File: src/hw/rtl/dlie_pkg.sv
// ----------------------------------------------------------------------------
// dlie_pkg
// shared constants, types and state codes of the dataflow level ilp estimator
// ----------------------------------------------------------------------------
package dlie_pkg;

  // default sizing
  localparam int NUM_RESOURCES_DEF = 64;
  localparam int MAX_BLOCK_LEN_DEF = 1023;

  // fixed field widths
  localparam int MASK_W = 64;
  localparam int OUT_W  = 10;

  // lanes reduced together in the first merge step
  localparam int LANES_PER_GROUP = 8;

  // lane update control
  typedef struct packed {
    logic upd;   // raise levels to the new set number
    logic clr;   // end of block, zero both levels
  } lane_ctrl_t;

  // sequencer states
  typedef enum logic [1:0] {
    ST_IDLE  = 2'b01,
    ST_MERGE = 2'b10
  } state_t;

endpackage

File: src/hw/rtl/dlie_merge.sv
// ----------------------------------------------------------------------------
// dlie_merge
// two-step max over lane bounds: registered group maxima, then group merge
// ----------------------------------------------------------------------------
module dlie_merge #(
  parameter int NUM_LANES = 64,
  parameter int CW        = 11
) (
  input  logic          clk,
  input  logic          load,
  input  logic [CW-1:0] cand [NUM_LANES],
  output logic [CW-1:0] merged
);

  localparam int G          = dlie_pkg::LANES_PER_GROUP;
  localparam int NUM_GROUPS = (NUM_LANES + G - 1) / G;

  logic [CW-1:0] grp_comb [NUM_GROUPS];
  logic [CW-1:0] grp      [NUM_GROUPS];

  always_comb begin
    for (int g = 0; g < NUM_GROUPS; g++) begin
      grp_comb[g] = '0;
      for (int k = 0; k < G; k++) begin
        if ((g * G + k) < NUM_LANES) begin
          if (cand[g * G + k] > grp_comb[g]) begin
            grp_comb[g] = cand[g * G + k];
          end
        end
      end
    end
  end

  always_ff @(posedge clk) begin
    if (load) begin
      for (int g = 0; g < NUM_GROUPS; g++) begin
        grp[g] <= grp_comb[g];
      end
    end
  end

  always_comb begin
    merged = '0;
    for (int g = 0; g < NUM_GROUPS; g++) begin
      if (grp[g] > merged) begin
        merged = grp[g];
      end
    end
  end

endmodule

File: config.mk
export PLATFORM = sky130hd
export DESIGN_NAME = dlie_merge
export DESIGN_NICKNAME = d
export VERILOG_FILES = /design/src/hw/rtl/dlie_pkg.sv /design/src/hw/rtl/dlie_merge.sv
export SDC_FILE = /design/constraint.sdc
export NUM_CORES = 2
export LEC_CHECK = 0
export BUFFER_PORTS_ARGS = -buffer_cell sky130_fd_sc_hd__buf_2
export CORE_AREA = 5 5 278 280
export DETAILED_ROUTE_END_ITERATION = 12
export DIE_AREA = 0 0 283 285
export PLACE_DENSITY_LB_ADDON = 0.3
export SLEW_MARGIN = 10
export SYNTH_ARGS = -nofsm -noshare
export SYNTH_HDL_FRONTEND = slang
export SYNTH_SLANG_ARGS = --single-unit
File: constraint.sdc
create_clock -name clk -period 23 [get_ports clk]
set_clock_uncertainty 0.2 [all_clocks]
set_input_delay 4.6 -clock clk [delete_from_list [all_inputs] [get_ports clk]]
set_output_delay 4.6 -clock clk [all_outputs]
set_load 0.05 [all_outputs]
==> reports/summary.txt <==
Synth Area per Inst - 7.56 µm²
TritonCTS clock tree - built
initial antenna violation count - 58
count of standard-cell rows - 100
number of global-route vias before repair - 33029
clock slew at the register clock pins of the worst setup and hold paths - 0.06 ns
first-pass GRT wire length - 181000 µm
Crit-path slowest cell - or3_1
dpl hpwl - 104000 µm
post-synthesis instance area - 31500 µm²
num ports - 717
Antenna Nets Post-Route - 0
GRT Total Usage - 0.273
Die ar. - 80700 µm²
post-CTS setup buffers - 0
nature of the critical path endpoint - output pin
Final TNS setup - 0 ns
post-DR vias/cell - 6.14
largest net degree at the start of global routing - 81
most frequent CP cell - ha_1
Final Wtd Congestion - 1.00
DR pass1 iterations - 6
largest register by flop count - grp
Floorplan Core Area - 74200 µm²
cell types with the largest area share after synthesis - ha_1 28%, edfxtp_1 8.4%, a21oi_1 4.8%, inv_1 3.8%, nor2_1 3.7%
required time reported for the critical path endpoint - 18.20 ns
headroom to the max-slew limit - 0.138
Hold Crit Class - in2reg
total detailed-routing wirelength - 119000 µm
Post-Synthesis Cells - 4166
clock buffer depth - 2
via count of the routed design - 35395
number of enable-type register cells in the synthesized netlist - 88
outcome - completed
arrival time of data at the critical path endpoint - 15.44 ns
violation count after the first detailed-route iteration - 2882
nets@finish - 6137
Min Clock Period, post-route - 20.24 ns
critical path startpoint category - register
number of flip-flops in the largest register - 88
total CTS buffers - 9
Critical Path Source - grp[0][21]
post-synthesis net count - 5565
Warnings, synthesis - 0
ys flop type - edfxtp_1
timing endpoint of the critical path - merged[9]
total of flip-flops plus latches after synthesis - 88
final number of max-transition violations - 0
global route overflow - 0
number of remaining DRC errors - 0
CP peak stage delay - 0.74 ns
setup repair after global routing missed its margin - false
largest driver fanout on the critical path - 30
period utilisation layout - 0.880
Post-CTS Resized - 0
die width - 283 µm
number of violations of the max-capacitance limit - 0
area growth from synthesis to layout - 15.0%
sequential-to-total area share from yosys stat - 0.0839
Hold Fails Final Rpt - 0
fraction of registers with async set/reset - 0
hold buffers post-CTS - 0
proportion of netlist area held by the largest area contributor - 0.275
cell accounting for the most synthesized area - ha_1
kind of critical path - reg2out
count of cell types in the netlist - 97
starting utilization of the core area - 0.424
H-Tree Level Count - 3
root cell of the clock tree - clkbuf_16
Fmax - 49.4 MHz
number of setup violations in the final report - 0
Top Registers - grp (88)
IO Port Bufs - 716
count of filler cells inserted in the layout - 7564
total number of clock tree sinks - 88
die boundary height - 285 µm
share of cells above drive strength 1 - 0.195
Tightest Pin Transition - 1.29 ns
wire length per cell - 20.7 µm
[layer usage]
layer | track usage | vias to the layer above | part of all wire
li1 | - | 17371 | -
met1 | 0.359 | 16457 | 0.44
met2 | 0.458 | 1297 | 0.46
met3 | 0.0478 | 248 | 0.069
met4 | 0.0799 | 22 | 0.033
met5 | 0 | - | 0.0013
[layout by cell type (no fill, tap or decap), types with 65 or more instances in the layout]
| cell type | count |
|---|---|
| buf_2 | 715 |
| ha_1 | 693 |
| inv_1 | 315 |
| nor2_1 | 312 |
| a21oi_1 | 300 |
| nand2_1 | 279 |
| o21ai_0 | 154 |
| nand3_1 | 141 |
| a21o_1 | 125 |
| nand4_1 | 109 |
| nor3_1 | 109 |
| o21a_1 | 104 |
| a211oi_1 | 89 |
| edfxtp_1 | 88 |
| o211ai_1 | 69 |
| mux2i_1 | 65 |
[metrics by stage]
stage | worst slack (ns) | area [µm²] | hold slack (ns) | util | std cells
5_1_grt | 1.49 | 36200 | 4.34 | 0.488 | 5747
6_report | 2.76 | 36200 | 4.35 | 0.488 | 5761
2_1_floorplan | 5.27 | 31500 | 4.51 | - | 4166
4_1_cts | 2.96 | 36100 | 4.34 | 0.487 | 5712
3_3_place_gp | 3.37 | 35800 | 4.71 | 0.483 | 5696
3_5_place_dp | 3.27 | 35800 | 4.72 | 0.483 | 5696
[Yosys cell counts (42+ instances only)]
cell type  instances
nand4_1          109
nand2_1          279
nor2b_1           61
a31oi_1           44
o211ai_1          69
inv_1            315
or2_2             42
o21a_1           104
and2_1            63
buf_2             42
clkbuf_1         122
mux2i_1           65
o31ai_1           56
a21o_1           125
nor2_1           312
edfxtp_1          88
o21ai_0          155
a211oi_1          90
nand3_1          141
a21oi_1          301
a22oi_1           46
ha_1             693
nor3_1           110
a211o_1           54
[cell type report]
class,instances,area [µm²],share of cell area
Antenna cell,49,123,0.00339
Clock inverter,7,52.6,0.00145
Sequential cell,88,2640,0.0730
Multi-Input combinational cell,3571,26900,0.743
Timing Repair Buffer,751,3850,0.106
Clock buffer,9,225,0.00622
Inverter,317,1190,0.0328
Tap cell,969,1210,0.0335
[kinds of logic after synthesis]
group / count (synthesis) / share of synthesized area
simple gates: 1272 / 0.200
buf+inv: 507 / 0.0633
fa+ha+maj: 693 / 0.275
mux: 86 / 0.0283
compound gates: 1520 / 0.349
flops: 88 / 0.0839
[worst max-delay path: cells and delay by family, from the launching register on]
kind                     cells  cell delay [ns]
AO/OA/AOI/OAI               27             7.29
AND/OR/NAND/NOR             14             4.22
adder cells (fa/ha/maj)      7             1.99
buffers and inverters        5             1.11
flip-flops                   1             0.41
[worst min path at each step]
stage	end	slack, ns	depth (start not counted)	from
after floorplan	grp[0][0]	4.51	0	load
after global placement	grp[0][21]	4.71	3	cand[538]
after detailed placement	grp[0][21]	4.72	3	cand[538]
after CTS	grp[0][21]	4.34	3	cand[538]
after global routing	grp[0][42]	4.34	1	load
final	grp[0][21]	4.35	3	cand[538]
Power is not shown: default switching activity piles up to over one toggle a cycle in this logic, so the estimate is an artifact.
