**config.mk**
```make
export PLATFORM = sky130hd
export DESIGN_NAME = dlie_lane
export DESIGN_NICKNAME = d
export VERILOG_FILES = /design/src/hw/rtl/dlie_pkg.sv /design/src/hw/rtl/dlie_lane.sv
export SDC_FILE = /design/constraint.sdc
export NUM_CORES = 1
export LEC_CHECK = 0
export BUFFER_PORTS_ARGS = -buffer_cell sky130_fd_sc_hd__buf_2
export CAP_MARGIN = 20
export CORE_UTILIZATION = 45
export CTS_CLUSTER_SIZE = 8
export DETAILED_ROUTE_END_ITERATION = 6
export PLACE_DENSITY = 0.65
export SYNTH_ARGS = -nofsm -noshare
export SYNTH_HDL_FRONTEND = slang
export SYNTH_SLANG_ARGS = --single-unit
```
**constraint.sdc**
```tcl
create_clock -name clk -period 3.5 [get_ports clk]
set_clock_uncertainty 0.15 [all_clocks]
set_input_delay 0.7 -clock clk [delete_from_list [all_inputs] [get_ports clk]]
set_output_delay 0.7 -clock clk [all_outputs]
set_load 0.01 [all_outputs]
```
**src/hw/rtl/dlie_pkg.sv**
```systemverilog
// ----------------------------------------------------------------------------
// dlie_pkg
// shared constants, types and state codes of the dataflow level ilp estimator
// ----------------------------------------------------------------------------
package dlie_pkg;

  // default sizing
  localparam int NUM_RESOURCES_DEF = 64;
  localparam int MAX_BLOCK_LEN_DEF = 1023;

  // fixed field widths
  localparam int MASK_W = 64;
  localparam int OUT_W  = 10;

  // lanes reduced together in the first merge step
  localparam int LANES_PER_GROUP = 8;

  // lane update control
  typedef struct packed {
    logic upd;   // raise levels to the new set number
    logic clr;   // end of block, zero both levels
  } lane_ctrl_t;

  // sequencer states
  typedef enum logic [1:0] {
    ST_IDLE  = 2'b01,
    ST_MERGE = 2'b10
  } state_t;

endpackage

```
**src/hw/rtl/dlie_lane.sv**
```systemverilog
// ----------------------------------------------------------------------------
// dlie_lane
// one resource: holds its read and write levels, forms its dependency bound
// ----------------------------------------------------------------------------
module dlie_lane #(
  parameter int LVL_W = 10
) (
  input  logic                 clk,
  input  logic                 rst,
  input  logic                 cand_rd,
  input  logic                 cand_wr,
  input  logic                 upd_rd,
  input  logic                 upd_wr,
  input  dlie_pkg::lane_ctrl_t ctrl,
  input  logic [LVL_W-1:0]     lvl,
  output logic [LVL_W:0]       cand
);

  logic [LVL_W-1:0] read_level;
  logic [LVL_W-1:0] write_level;
  logic [LVL_W:0]   rl_inc;
  logic [LVL_W:0]   wl_inc;

  assign rl_inc = {1'b0, read_level} + 1'b1;
  assign wl_inc = {1'b0, write_level} + 1'b1;

  // raw, war and waw bounds
  always_comb begin
    cand = '0;
    if (cand_rd || cand_wr) begin
      cand = wl_inc;
    end
    if (cand_wr && (rl_inc > cand)) begin
      cand = rl_inc;
    end
  end

  always_ff @(posedge clk) begin
    if (rst || (ctrl.upd && ctrl.clr)) begin
      read_level  <= '0;
      write_level <= '0;
    end else if (ctrl.upd) begin
      if (upd_rd && (lvl > read_level)) begin
        read_level <= lvl;
      end
      if (upd_wr && (lvl > write_level)) begin
        write_level <= lvl;
      end
    end
  end

endmodule

```
==> summary.txt, run 1 <==
Global route
  • Total GRT Usage: 21.1%
  • Initial antenna violation count: 0
  • Number of global-route vias before repair: 1,602
  • Largest net degree at the start of global routing: 31
  • First-pass GRT wire length: 7290 µm
  • Grt total ovfl: 0

Finish
  • Finished Layout Cells: 354
  • Multi-input gate area: 1580 µm²
  • Fill cell count: 362
  • Register Area: 405 µm²
  • Diode count: 0
  • Synth-to-Final Area Change: 30.1%
  • Final core occ: 62.9%
  • # nets final: 357
  • Layout cell share with drive strength beyond 1: 29.9%

Pwr
  • NetSw: 184 µW
  • Reg power frac: 40.2%
  • PwrDens: 232 nW/µm²
  • Comb power frac: 35.7%
  • Leakage: 0.00123 µW
  • Switching Fraction: 30.7%
  • P_int: 416 µW
  • Peak supply drop: 0.178 mV
  • Clock power share: 24.1%

Yosys
  • Seq/Total Area, Yosys: 20.1%
  • Synth Cell Area: 1990 µm²
  • Count of different cell masters after synthesis: 29
  • Post-synthesis net count: 301
  • Syn Area/Cell: 7.96 µm²
  • Synthesis Warnings: 0
  • Post-Synthesis Cells: 250
  • Seq cells post-synth: 20

CTS
  • Clock transition at the registers of the reported paths: 0.07 ns
  • Clock Path Buffers: 2
  • Clock Latency Late Sink: 0.25 ns
  • Clock sink count: 20
  • CTS tree: done
  • CTS Buf Count: 3
  • Root Buffer: clkbuf_8
  • CTS H-tree depth: 1

Worst setup path
  • CP startpoint kind: primary input
  • Critical Path AT: 2.70 ns
  • Worst path bufs/invs: 3
  • Delay-heaviest family, CP: simple AND/OR/NAND/NOR gates
  • Crit Path Class: in -> out
  • Max FO, Critical Path: 5
  • Reg-to-Reg End: read_level[0]
  • Crit-path slowest cell: or2_2
  • Reg-to-Reg Start: read_level[4]
  • Crit path cell chain: buf_2 -> or2_2 -> and3_1 -> nand3_2 -> ha_4 -> a21oi_2 -> o21ai_1 -> nor3_1 -> a21oi_2 -> buf_6 -> mux2i_1 -> buf_2
  • Largest stage delay, worst path: 0.31 ns
  • Reg2reg path depth: 10
  • CP endpoint kind: output port
  • Reg2reg setup slack: 1.04 ns
  • Required time of the critical path: 2.65 ns

Job
  • Max-cap viol count: 0

Timing
  • RSZ-0062 raised after global routing: yes
  • Rel. slew slack: 79.1%
  • Measured slew at the worst slew-check pin: 0.309 ns
  • Max Clock Freq: 281 MHz
  • Tmin final: 3.55 ns
  • Crit path setup slack, layout: -0.0525 ns
  • Slew Viols, Final: 0
  • Final hold violations: 0
  • Final period util: 101%
  • Final setup vio count: 11

Route
  • Vias: 1,856
  • Avg WL per Cell: 13.1 µm
  • Residual DRC: 0
  • DRT Pass-1 Iters: 4
  • WL final: 4640 µm
  • Final ANT Viol Nets: 0
  • Vias per cell: 5.24
  • 1st-iter DRT viols: 67

Placement
  • Number of buffers added on ports: 28
  • GP Congestion: 0.796
  • DP HPWL: 3750 µm
  • # placed instances: 347

Die
  • Cell row count: 23
  • DIE HEIGHT: 68.5 µm
  • Starting Density: 48.3%
  • Die ar.: 4690 µm²
  • Number of primary I/O pins: 29
  • Placeable Area: 4120 µm²
  • Die Span X: 68.5 µm

Run status
  • Failing checks: negative setup slack
  • Status: finished with violations

Hold path
  • Hold depth: 2
  • Worst hold endpoint: read_level[8]
  • Hold_sp: read_level[8]
  • Worst Hold Class: reg -> reg
-- stage by stage --
stage          cell area, µm²  hold WS (ns)  setup TNS [ns]  power (µW)  setup WS [ns]
6_report                 2590         0.323          -0.295         600        -0.0525
4_1_cts                  2530         0.327          -0.101         595        -0.0281
3_3_place_gp             2360         0.307          -0.307         440        -0.0393
3_5_place_dp             2360         0.318          -0.988         444         -0.108
5_1_grt                  2590         0.348           -1.74         640         -0.184
2_1_floorplan            1990         0.288               0         375         0.0862
-- cell usage in the layout, fill, tap and decap left out, types with 3 or more instances in the layout --
master,netlist,final
o21ai_0,4,3
ha_4,0,3
o21ai_1,2,3
and3_1,11,7
ha_1,33,29
buf_2,1,28
xnor2_1,15,11
a21oi_1,13,8
nand3_2,0,3
dfxtp_2,0,4
and3_4,0,4
inv_1,34,33
xnor2_2,0,3
nand4_1,5,5
dfxtp_1,20,16
mux2i_1,30,30
nand2_1,44,43
a21oi_2,0,5
buf_4,2,28
nand3_1,11,8
clkbuf_8,0,3
-- what timing repair did --
item,CTS,global route
pin swaps,14,3
gates resized for setup,22,10
endpoints found under the setup margin,11,11
hold endpoints to repair,0,0
hold buffers,0,0
setup buffers,3,1
-- cell usage after synthesis --
master	instances	share of area, %
inv_1	34	6.4
nand3b_1	1	0.38
or2_2	1	0.31
a311oi_1	1	0.44
o21ai_1	2	0.50
a221oi_1	2	0.88
mux2i_1	30	15
a21oi_1	13	3.3
nor2b_1	2	0.63
nand2_1	44	8.3
nand4_1	5	1.6
and3_1	11	3.5
clkbuf_1	4	0.75
o311ai_1	1	0.44
xor2_1	1	0.44
o21ai_0	4	1.0
nand3_1	11	2.8
ha_1	33	21
buf_2	1	0.25
o211ai_1	1	0.38
mux2_1	1	0.57
dfxtp_1	20	20
buf_4	2	0.75
nand4b_1	1	0.44
a41oi_1	2	0.88
a21o_1	2	0.75
xnor2_1	15	6.6
and4_1	3	1.3
nor3_1	2	0.50
-- sequential cells by signal, indices dropped and copies added (netlist names) --
| name | count |
|---|---|
| read_level | 10 |
| write_level | 10 |
-- layout make-up --
class                   count  share of cell area [%]
multi-input cells         189                    61.0
clock buffers               3                    1.60
flip-flops and latches     20                    15.7
inverters                  34                    4.93
repair buffers             58                    14.4
well taps                  50                    2.42
-- power by group through the flow --
stage	sequential [µW]	clock, µW	combinational (µW)
6_report	242	144	214
5_1_grt	243	158	239
4_1_cts	241	148	206
3_5_place_dp	246	0	198
3_3_place_gp	246	0	194
2_1_floorplan	249	0	126
-- metal layers --
| layer | vias to the layer above | GRT usage [%] | share of wire [%] |
|---|---|---|---|
| met4 | 0 | 6.77 | 0.97 |
| met5 | - | 0 | 0 |
| met2 | 36 | 35.4 | 47 |
| met3 | 4 | 1.97 | 3.0 |
| li1 | 974 | - | - |
| met1 | 842 | 28.1 | 49 |
-- tightest hold or removal path: cells and delay by family, from the launching register on --
family	cells	cell delay [ns]
AND/OR/NAND/NOR	1	0.05
flip-flops	1	0.31
multiplexers	1	0.06
-- how the worst max path moves through the flow --
stage | from | end | slack (ns) | cells after the start
floorplan | cand_wr | cand[10] | 0.09 | 10
global placement | cand_wr | cand[7] | -0.04 | 12
detailed placement | cand_wr | cand[6] | -0.11 | 12
CTS | read_level[4] | cand[6] | -0.03 | 13
global route | write_level[4] | cand[1] | -0.18 | 13
finish | cand_wr | cand[6] | -0.05 | 12
-- kinds of logic (layout without fill, tap and decap cells) --
group | after synthesis | in the layout | share of synthesized area [%]
adder cells (fa/ha/maj) | 33 | 33 | 20.8
AO/OA/AOI/OAI | 28 | 28 | 8.55
flip-flops | 20 | 20 | 20.1
buffers and inverters | 41 | 95 | 8.18
multiplexers | 31 | 31 | 15.7
XOR/XNOR | 16 | 16 | 7.04
AND/OR/NAND/NOR | 81 | 81 | 19.7
Note: power is estimated with default switching activity, not from simulation.
==> run 2, diff against run 1 <==
Settings changed: PLACE_DENSITY 0.65 to 0.75, RECOVER_POWER from default to 100.
==> summary.txt, run 2 (synthesis gave the netlist of run 1 again) <==
Global route
  • Number of global-route vias before repair: 1,754 (+9.5%)
  • First-pass GRT wire length: 7920 µm (+8.7%)
  • Grt total ovfl: 0 (unchanged)
  • Total GRT Usage: 22.8% (+1.7 points)
  • Largest net degree at the start of global routing: 31 (unchanged)
  • Initial antenna violation count: 0 (unchanged)

Route
  • WL final: 4920 µm (+6.1%)
  • Met2 wire len: 2380 µm (+8.0%)
  • M1 WL: 2290 µm (+1.6%)
  • Avg WL per Cell: 14.0 µm (+6.7%)
  • Uppermost layer routed: met4
  • 1st-iter DRT viols: 79 (+18%)
  • Residual DRC: 0 (unchanged)
  • Vias: 1,918 (+3.3%)
  • Vias per cell: 5.45 (+3.9%)
  • DRT Pass-1 Iters: 4 (unchanged)
  • Met3 routed WL: 182 µm (+31%)
  • Final ANT Viol Nets: 0 (unchanged)

Pwr
  • NetSw: 192 µW (+4.0%)
  • P_int: 438 µW (+5.2%)
  • Comb power frac: 34.4% (-1.3 points)
  • Reg power frac: 38.3% (-1.9 points)
  • Clock power share: 27.3% (+3.2 points)
  • Switching Fraction: 30.5% (-0.24 points)
  • Leakage: 0.00121 µW (-1.2%)
  • PwrDens: 245 nW/µm² (+5.4%)
  • Peak supply drop: 0.0852 mV (-52%)
  • Pwr Total: 630 µW (+4.9%)

Finish
  • Most frequent cells in the layout: nand2_1, inv_1, mux2i_1
  • Commonest non-fill, non-tap cell in the layout: nand2_1
  • # nets final: 354 (-0.84%)
  • Diode count: 0 (unchanged)
  • Layout cell share with drive strength beyond 1: 28.1% (-1.8 points)
  • Biggest regs: read_level: 10 flops, write_level: 10 flops
  • Synth-to-Final Area Change: 29.4%
  • Final core occ: 62.6% (-0.30 points)

Worst setup path
  • CP endpoint kind: output port
  • Crit path cell chain: inv_1 -> nor3_2 -> and3_4 -> xnor2_2 -> inv_1 -> ha_4 -> nand4_1 -> o211ai_1 -> o311ai_1 -> a21oi_2 -> mux2_1 -> buf_2
  • Worst path most repeated cell: inv_1
  • Reg-to-Reg Start: read_level[9]
  • Critical Path AT: 2.76 ns (+0.06 ns)
  • Delay-heaviest family, CP: simple AND/OR/NAND/NOR gates
  • Worst path bufs/invs: 3 (unchanged)
  • Max FO, Critical Path: 3 (-2)
  • Reg2reg path depth: 8 (-2)
  • Reg2reg setup slack: 0.80 ns (-0.24 ns)
  • Crit Path Class: reg -> out
  • Crit-path slowest cell: dfxtp_4
  • CP startpoint kind: flip-flop
  • Largest stage delay, worst path: 0.37 ns (+0.06 ns)
  • Reg-to-Reg End: read_level[2]
  • Required time of the critical path: 2.65 ns (about the same)

Timing
  • Final period util: 103% (+1.6 points)
  • Final hold violations: 0 (unchanged)
  • Max Clock Freq: 277 MHz (-1.6%)
  • Crit path setup slack, layout: -0.109 ns (-0.0561 ns)
  • Tmin final: 3.61 ns (+0.0561 ns)
  • Slew Viols, Final: 0 (unchanged)
  • Rel. slew slack: 47.5% (-32 points)
  • Measured slew at the worst slew-check pin: 0.787 ns (+0.478 ns)
  • RSZ-0062 raised after global routing: yes
  • Final setup vio count: 11 (unchanged)

Job
  • Max-cap viol count: 0 (unchanged)

Die
  • Placeable Area: 4120 µm² (unchanged)
  • Cell row count: 23 (unchanged)
  • Starting Density: 48.3% (unchanged)
  • Die ar.: 4690 µm² (unchanged)
  • Die Span X: 68.5 µm (unchanged)
  • Number of primary I/O pins: 29 (unchanged)
  • DIE HEIGHT: 68.5 µm (unchanged)

CTS
  • Clock Path Buffers: 2 (unchanged)
  • Root Buffer: clkbuf_8
  • Clock sink count: 20 (unchanged)
  • CTS tree: done
  • CTS H-tree depth: 1 (unchanged)
  • Clock transition at the registers of the reported paths: 0.07 ns (about the same)
  • CTS Buf Count: 3 (unchanged)
  • Clock Latency Late Sink: 0.26 ns (about the same)

Placement
  • GP Congestion: 0.844 (+6.1%)
  • Number of buffers added on ports: 28 (unchanged)
  • DP HPWL: 3950 µm (+5.6%)

Hold path
  • Worst hold endpoint: read_level[8]
  • Hold_sp: read_level[8]
  • Worst Hold Class: reg -> reg
  • Hold depth: 2 (unchanged)

Run status
  • Status: finished with violations
  • Failing checks: negative setup slack
-- run 2: cell types whose count changed in the layout (fill, tap and decap cells not counted), moves of 2 or more --
cell / change
clkbuf_1: +4
buf_4: -6
buf_2: -2
nand3_2: -2
-- run 2: power groups by stage --
stage                     registers [µW]  clock network (µW)  logic, µW
after CTS                            241                 173        216
after detailed placement             246                   0        197
after floorplan                      249                   0        126
final                                241                 172        217
after global routing                 242                 186        240
after global placement               246                   0        191
-- run 2: final cells by class --
class                   instances  area (µm²)
clock buffers                   4        55.1
repair buffers                 55         344
fillers                       348        1540
flip-flops and latches         20         409
multi-input cells             189        1580
inverters                      34         128
well taps                      50        62.6
-- run 2: layer usage --
metal  vias up  global-route usage [%]
met2        47                    40.0
met5         -                       0
met1       894                    28.0
met4         0                    9.38
met3         6                    2.47
li1        971                       -
-- run 2: metrics by stage --
| stage | setup slack, ns | cell area, µm² | hold slack [ns] | cells | TNS [ns] |
|---|---|---|---|---|---|
| final | -0.109 | 2570 | 0.314 | 352 | -0.950 |
| after global routing | -0.257 | 2570 | 0.342 | 352 | -2.42 |
| after CTS | -0.0283 | 2570 | 0.319 | 351 | -0.181 |
| after detailed placement | -0.183 | 2350 | 0.309 | 345 | -1.85 |
| after global placement | -0.0399 | 2350 | 0.298 | 345 | -0.332 |
| after floorplan | 0.0862 | 1990 | 0.288 | 250 | 0 |
-- run 2: worst max path at each step --
stage	start	end	cells past startpoint	slack, ns
after detailed placement	cand_wr	cand[8]	12	-0.18
after floorplan	cand_wr	cand[10]	10	0.09
after CTS	read_level[2]	cand[8]	13	-0.03
final	read_level[7]	cand[0]	12	-0.11
after global routing	read_level[7]	cand[5]	13	-0.26
after global placement	cand_wr	cand[0]	11	-0.04
-- run 2: worst reg2reg max path, cell delays in order (launching register included) --
cell and delay (ns):
dfxtp_1 0.45, inv_1 0.08, ha_1 0.31, and4_1 0.18
and3_1 0.18, a221oi_1 0.27, nand4b_1 0.14, clkbuf_1 0.60
mux2i_1 0.26
-- run 2: timing repair --
action,CTS,global route
cloned,0,0
buffers inserted,2,1
hold buffers,0,0
setup endpoints to repair,11,11
gates resized for setup,34,1
endpoints found under the hold margin,0,0
pin swaps,15,1
